## src/hdl/mvd_pkg.sv

```systemverilog
package mvd_pkg;

  localparam int MAX_HALF_WIDTH = 64;
  localparam int SAMPLE_BITS    = 16;
  localparam int INDEX_BITS     = 20;

  // config register width is fixed by the register map
  localparam int HW_BITS  = 7;
  // run counters saturate at MAX_HALF_WIDTH
  localparam int RUN_BITS = $clog2(MAX_HALF_WIDTH + 1);
  // number of cells in the falling-run delay line
  localparam int NUM_CELLS = MAX_HALF_WIDTH;

  localparam logic [RUN_BITS-1:0]   RUN_MAX   = RUN_BITS'(MAX_HALF_WIDTH);
  localparam logic [INDEX_BITS-1:0] INDEX_MAX = {INDEX_BITS{1'b1}};

  typedef struct packed {
    logic [SAMPLE_BITS-1:0] sample;
    logic                   end_of_sequence;
  } in_item_t;

  typedef struct packed {
    logic                  good_day;
    logic [INDEX_BITS-1:0] day_index;
    logic                  sequence_end;
    logic                  index_overflow;
  } out_item_t;

endpackage

```

## src/hdl/mvd_cell.sv

```systemverilog
// One stage of the falling-run delay line. Holds the run length of one past
// position, passes it on each item and flags a hit when it is the selected tap and its run is at least half_width.
module mvd_cell (
  input  logic                         clk,
  input  logic                         shift_en,
  input  logic [mvd_pkg::RUN_BITS-1:0] din,
  input  logic [mvd_pkg::RUN_BITS-1:0] half_width,
  input  logic                         tap_sel,
  output logic [mvd_pkg::RUN_BITS-1:0] dout,
  output logic                         hit
);

  logic [mvd_pkg::RUN_BITS-1:0] run_r;
  logic [mvd_pkg::RUN_BITS-1:0] run_nxt;

  always_comb begin
    run_nxt = shift_en ? din : run_r;
  end

  always_ff @(posedge clk) begin
    run_r <= run_nxt;
  end

  assign dout = run_r;
  assign hit  = tap_sel & (run_r >= half_width);

endmodule

```

## src/hdl/monotone_valley_detector.sv

```systemverilog
// Valley detector over a stream of unsigned samples. One item goes in and one
// item comes out for each sample, one item per clock sustained unless out_stall
// holds a pending result, and results are registered. The result judges
// position pos - half_width of the current sequence: good_day is set when the
// half_width samples before it are non-increasing into it and the half_width
// samples after it are non-decreasing. Before the window fills, good_day and
// day_index are 0; half_width 0 marks every position; half_width above 64 acts
// as 64. The falling-run length of each recent position travels down a row of
// 64 cells, one cell per item, and the cell whose depth equals half_width is
// the tap compared. end_of_sequence clears all sequence state after its item.
// When the position counter reaches its top value, later items of the
// sequence report the top index with index_overflow set and good_day clear.
// Configuration (cfg_half_width) is always ready and should be written only
// while no item is in flight.
module monotone_valley_detector (
  input  logic                          clk,
  input  logic                          rst_n,
  // input channel
  input  logic                          in_valid,
  output logic                          in_stall,
  input  mvd_pkg::in_item_t             in_item,
  // result channel
  output logic                          out_valid,
  input  logic                          out_stall,
  output mvd_pkg::out_item_t            out_item,
  // configuration write channel
  input  logic                          cfg_valid,
  output logic                          cfg_ready,
  input  logic [mvd_pkg::HW_BITS-1:0]   cfg_half_width
);

  localparam int RB = mvd_pkg::RUN_BITS;
  localparam int IB = mvd_pkg::INDEX_BITS;
  localparam int NC = mvd_pkg::NUM_CELLS;

  // ---------------- configuration ----------------
  logic [mvd_pkg::HW_BITS-1:0] half_width_r;
  logic [mvd_pkg::HW_BITS-1:0] half_width_nxt;
  logic [RB-1:0]               h_eff;

  assign cfg_ready = 1'b1;

  always_comb begin
    half_width_nxt = (cfg_valid && cfg_ready) ? cfg_half_width : half_width_r;
  end

  // clamp to the delay line depth
  assign h_eff = (32'(half_width_r) > 32'(mvd_pkg::MAX_HALF_WIDTH))
               ? mvd_pkg::RUN_MAX : RB'(half_width_r);

  // ---------------- handshake ----------------
  logic in_acc;
  logic out_valid_r;
  logic out_valid_nxt;

  // output register frees up in the same cycle it is drained
  assign in_stall  = out_valid_r & out_stall;
  assign in_acc    = in_valid & ~in_stall;
  assign out_valid = out_valid_r;

  always_comb begin
    out_valid_nxt = in_acc | (out_valid_r & out_stall);
  end

  // ---------------- sequence state ----------------
  logic [mvd_pkg::SAMPLE_BITS-1:0] prev_r, prev_nxt;
  logic [RB-1:0]                   fall_r, fall_nxt;
  logic [RB-1:0]                   rise_r, rise_nxt;
  logic [IB-1:0]                   pos_r, pos_nxt;
  logic                            ovf_r, ovf_nxt;

  logic first_item;
  logic [RB-1:0] fall_new, rise_new;

  assign first_item = (pos_r == '0) & ~ovf_r;

  always_comb begin
    if (first_item) begin
      fall_new = '0;
      rise_new = '0;
    end else begin
      if (prev_r >= in_item.sample) begin
        fall_new = (fall_r >= mvd_pkg::RUN_MAX) ? mvd_pkg::RUN_MAX : fall_r + RB'(1);
      end else begin
        fall_new = '0;
      end
      if (prev_r <= in_item.sample) begin
        rise_new = (rise_r >= mvd_pkg::RUN_MAX) ? mvd_pkg::RUN_MAX : rise_r + RB'(1);
      end else begin
        rise_new = '0;
      end
    end
  end

  // ---------------- delay line of falling runs ----------------
  // cell k holds the falling run of position pos-1-k
  logic [RB-1:0] cell_out [NC];
  logic [NC-1:0] cell_hit;

  genvar k;
  generate
    for (k = 0; k < NC; k++) begin : g_cell
      logic [RB-1:0] cell_in;
      if (k == 0) begin : g_head
        assign cell_in = fall_new;
      end else begin : g_link
        assign cell_in = cell_out[k-1];
      end
      mvd_cell u_cell (
        .clk        (clk),
        .shift_en   (in_acc),
        .din        (cell_in),
        .half_width (h_eff),
        .tap_sel    (h_eff == RB'(k + 1)),
        .dout       (cell_out[k]),
        .hit        (cell_hit[k])
      );
    end
  endgenerate

  // ---------------- judgement ----------------
  logic               window_full;
  logic               good;
  logic [IB-1:0]      day;
  mvd_pkg::out_item_t res;
  mvd_pkg::out_item_t out_item_r, out_item_nxt;

  assign window_full = pos_r >= IB'(h_eff);

  always_comb begin
    good = 1'b0;
    day  = '0;
    if (ovf_r) begin
      day = mvd_pkg::INDEX_MAX;
    end else if (window_full) begin
      day  = pos_r - IB'(h_eff);
      good = (h_eff == '0) | ((|cell_hit) & (rise_new >= h_eff));
    end
    res.good_day       = good;
    res.day_index      = day;
    res.sequence_end   = in_item.end_of_sequence;
    res.index_overflow = ovf_r;
  end

  always_comb begin
    out_item_nxt = in_acc ? res : out_item_r;
  end

  assign out_item = out_item_r;

  // ---------------- state update ----------------
  always_comb begin
    prev_nxt = prev_r;
    fall_nxt = fall_r;
    rise_nxt = rise_r;
    pos_nxt  = pos_r;
    ovf_nxt  = ovf_r;
    if (in_acc) begin
      if (in_item.end_of_sequence) begin
        prev_nxt = '0;
        fall_nxt = '0;
        rise_nxt = '0;
        pos_nxt  = '0;
        ovf_nxt  = 1'b0;
      end else begin
        prev_nxt = in_item.sample;
        fall_nxt = fall_new;
        rise_nxt = rise_new;
        if (!ovf_r) begin
          if (pos_r == mvd_pkg::INDEX_MAX) begin
            ovf_nxt = 1'b1;
          end else begin
            pos_nxt = pos_r + IB'(1);
          end
        end
      end
    end
  end

  always_ff @(posedge clk) begin
    if (!rst_n) begin
      half_width_r <= '0;
      out_valid_r  <= 1'b0;
      prev_r       <= '0;
      fall_r       <= '0;
      rise_r       <= '0;
      pos_r        <= '0;
      ovf_r        <= 1'b0;
    end else begin
      half_width_r <= half_width_nxt;
      out_valid_r  <= out_valid_nxt;
      prev_r       <= prev_nxt;
      fall_r       <= fall_nxt;
      rise_r       <= rise_nxt;
      pos_r        <= pos_nxt;
      ovf_r        <= ovf_nxt;
    end
  end

  // result payload, no reset
  always_ff @(posedge clk) begin
    out_item_r <= out_item_nxt;
  end

endmodule
```

## config.mk

```make
export PLATFORM = sky130hd
export DESIGN_NAME = monotone_valley_detector
export DESIGN_NICKNAME = d
export VERILOG_FILES = /design/src/hdl/mvd_pkg.sv /design/src/hdl/mvd_cell.sv /design/src/hdl/monotone_valley_detector.sv
export SDC_FILE = /design/constraint.sdc
export NUM_CORES = 1
export LEC_CHECK = 0
export ABC_AREA = 1
export ABC_CLOCK_PERIOD_IN_PS = 26300
export BUFFER_PORTS_ARGS = -buffer_cell sky130_fd_sc_hd__buf_2
export CAP_MARGIN = 20
export CORE_MARGIN = 10
export CORE_UTILIZATION = 30
export DETAILED_ROUTE_END_ITERATION = 10
export HOLD_SLACK_MARGIN = 0.15
export SYNTH_ARGS = -nofsm -noshare
export SYNTH_HDL_FRONTEND = slang
export SYNTH_SLANG_ARGS = --single-unit
export TNS_END_PERCENT = 5
```

## constraint.sdc

```tcl
create_clock -name clk -period 26.3 [get_ports clk]
set_input_delay 1.315 -clock clk [delete_from_list [all_inputs] [get_ports clk]]
set_output_delay 1.315 -clock clk [all_outputs]
set_load 0.005 [all_outputs]
```

==> results_dict.tcl <==
set metrics [dict create \
    outcome "complete, no violations" \
    r2r-end "out_item[22]" \
    final_common_cell "nand2_1" \
    layout.nets 3588 \
    clk_latency_ns 0.62 \
    register_area_um2 15300 \
    crit_slowest_cell "dfxtp_1" \
    syn_area_um2 29900 \
    port_buffers 53 \
    layout.cells.non_filler 4409 \
    placed_area_um2 31800 \
    cpMostUsedCell "nand2_1" \
    die-width_um 336 \
    htreeDepth 2 \
    fin_crit_sh_pct 16.2 \
    period_needed_ns 4.25 \
    cp-start-kind "register" \
    cts_inserted_buffers 58 \
    setup_violations 0 \
    postSynthAreaPerCell_um2 10.0 \
    die-area_um2 113000 \
    ant_nets 0 \
    syn2layout_area_growth_pct 12.6 \
    top_level_ports 55 \
    rsz0062_at_grt "false" \
    antenna_found_initial 0 \
    grt_max_degree 168 \
    row_count 115 \
    cp_num_buf_inv 3 \
    post_cts_buffers 0 \
    nFillCells 9896 \
    grt_pass1_wl_mm 105 \
    grt-ovfl-total 0 \
    core_area_um2 98700 \
    syn-instance-count 2979 \
    wl_mm 65.4 \
    cts_tree "built" \
    drc 0 \
    cp_cell_sequence "inv_2, nand2_4, buf_4, ha_1, nand2_1, nor3_1, a21oi_2, nand2_1, nor2_2, inv_2, nand2_1, a21oi_1" \
    worstMarginPinSlew_ns 1.08 \
    yosysSeqAreaShare_pct 51.2 \
    cts-resized-gates 0 \
    r2r-start "half_width_r[6]" \
    synth_warnings 0 \
    hold_start "g_cell[19].u_cell.dout[0]" \
    clkTransAtPathRegs_ns 0.07 \
    ys_async_sr_fraction_pct 0 \
    postCtsHoldBufs 0 \
    placed_cells 4300 \
    fp.dieH_um 336 \
    critPathTopFamily "simple AND/OR/NAND/NOR gates" \
    whs_path_depth 0 \
    first_pass_iters 5 \
    power_density_nw_per_um2 63.0 \
    cts.sinks 530 \
    hold_violations 0 \
    arrival_ns 4.58 \
    setup-tns-final_ns 0 \
    hold_end "g_cell[20].u_cell.dout[0]" \
    finalMaxSlewViolations 0 \
    drt_iter0_markers 1329 \
    antenna_cells 0 \
    drive_above_1_share_pct 6.09 \
    synth_ff_type "edfxtp_1" \
    yosysUniqueCellTypes 43 \
    final_cell_mix "750 x nand2_1, 484 x ha_1, 471 x edfxtp_1" \
    track_usage_pct 11.5 \
    vdd_drop_max_v 0.0000473 \
    place_ws_ns 21.45 \
    cts_root_buffer "clkbuf_16" \
    slew_headroom_pct 28.0 \
    synth_edf_count 471 \
    syn_nets 3493 \
    vias_per_cell 4.62 \
    finalWorstSetupSlack_ns 22.05 \
    final_core_util_pct 34.1 \
    wl_per_cell_um 14.8 \
    vias 20364 \
    drv_cap 0 \
    routabilityCongestion 0.823 \
    cts_buffer_depth 3 \
    fin_skew_ns 0.0319 \
    rrSetupSlack_ns 22.05 \
    hold_path_class "reg2reg" \
    whs_ns 0.445 \
    crit_fanout 34 \
    initial_core_util_pct 30.3 \
    hpwlAfterDp_mm 43.9 \
    p_total_mw 2.12 \
    ys_ff_latch 530 \
    worst_setup_path_end_kind "register" \
    stdcell_area_um2 33700 \
    critPathKind "reg2reg" \
    cp.required_ns 26.63 \
    grt_pass1_vias 19663 \
    cp_slowest_stage_delay_ns 0.66 \
    multi_input_area_um2 13300 \
    r2r_cells 12 \
    fmax_mhz 235 \
    leakagePower_nw 14.6 \
]
-- where the power goes --
group | total [mW] | switching (mW) | leakage (nW) | internal [mW]
sequential | 1.01 | 0.0299 | 5.05 | 0.981
clock | 0.812 | 0.340 | 0.920 | 0.471
combinational | 0.299 | 0.191 | 8.59 | 0.108
-- synthesized netlist by cell type, types with 17 or more instances --
master,number,area share (%)
nand4_1,30,0.63
dfxtp_1,59,3.9
nor2_1,295,3.7
o21ai_0,75,1.3
a21o_1,28,0.70
nor3_1,18,0.30
nand3b_1,28,0.70
ha_1,484,20
nand2_1,752,9.4
clkbuf_1,17,0.21
a21oi_1,200,3.3
edfxtp_1,471,47
inv_1,306,3.8
nand3_1,117,2.0
-- area by class of cell --
class                   instances  share of cell area, %
repair buffers                 69                   1.24
clock inverters                26                  0.683
inverters                     312                   3.50
multi-input cells            2103                   39.4
well taps                    1287                   4.78
clock buffers                  82                   4.88
flip-flops and latches        530                   45.5
-- how the worst max path moves through the flow --
| stage | startpoint | to | cells past startpoint |
|---|---|---|---|
| floorplan | out_stall | pos_r[9] | 9 |
| global placement | out_stall | g_cell[59].u_cell.dout[3] | 7 |
| detailed placement | out_stall | g_cell[60].u_cell.dout[3] | 7 |
| CTS | half_width_r[6] | out_item[22] | 12 |
| global route | half_width_r[6] | out_item[22] | 12 |
| finish | half_width_r[6] | out_item[22] | 12 |
-- metal layers --
layer / global-route usage (%) / share of wire, % / wire [um] / vias up
met5: 0 / 0 / 0 / -
met4: 2.93 / 2.0 / 1320 / 0
met3: 1.86 / 4.6 / 3020 / 89
met2: 18.8 / 45 / 29700 / 329
met1: 15.6 / 48 / 31400 / 9489
li1: - / - / - / 10457
-- worst reg2reg max path, stage by stage (launching register included) --
cell	delay [ns]
dfxtp_1	0.66
inv_2	0.24
nand2_4	0.50
buf_4	0.60
ha_1	0.42
nand2_1	0.11
nor3_1	0.07
a21oi_2	0.26
nand2_1	0.14
nor2_2	0.42
inv_2	0.22
nand2_1	0.19
a21oi_1	0.13
-- sequential cells by signal (all words and copies together) (netlist names) --
name / count
g_cell.u_cell.dout: 448
out_item: 23
pos_r: 20
prev_r: 16
fall_r: 7
half_width_r: 7
rise_r: 7
out_valid: 1
ovf_r: 1
-- cells by family (layout without fill, tap and decap cells) --
kind of cell	after synthesis	count (layout)	share of synthesized area [%]
simple gates	1273	1273	17.6
flops	530	530	51.2
fa+ha+maj	485	485	20.3
other cells	1	1	0.0125
xor+xnor	15	15	0.439
compound gates	329	329	5.96
buf+inv	346	489	4.49
Power figures use the tool's default switching activity.
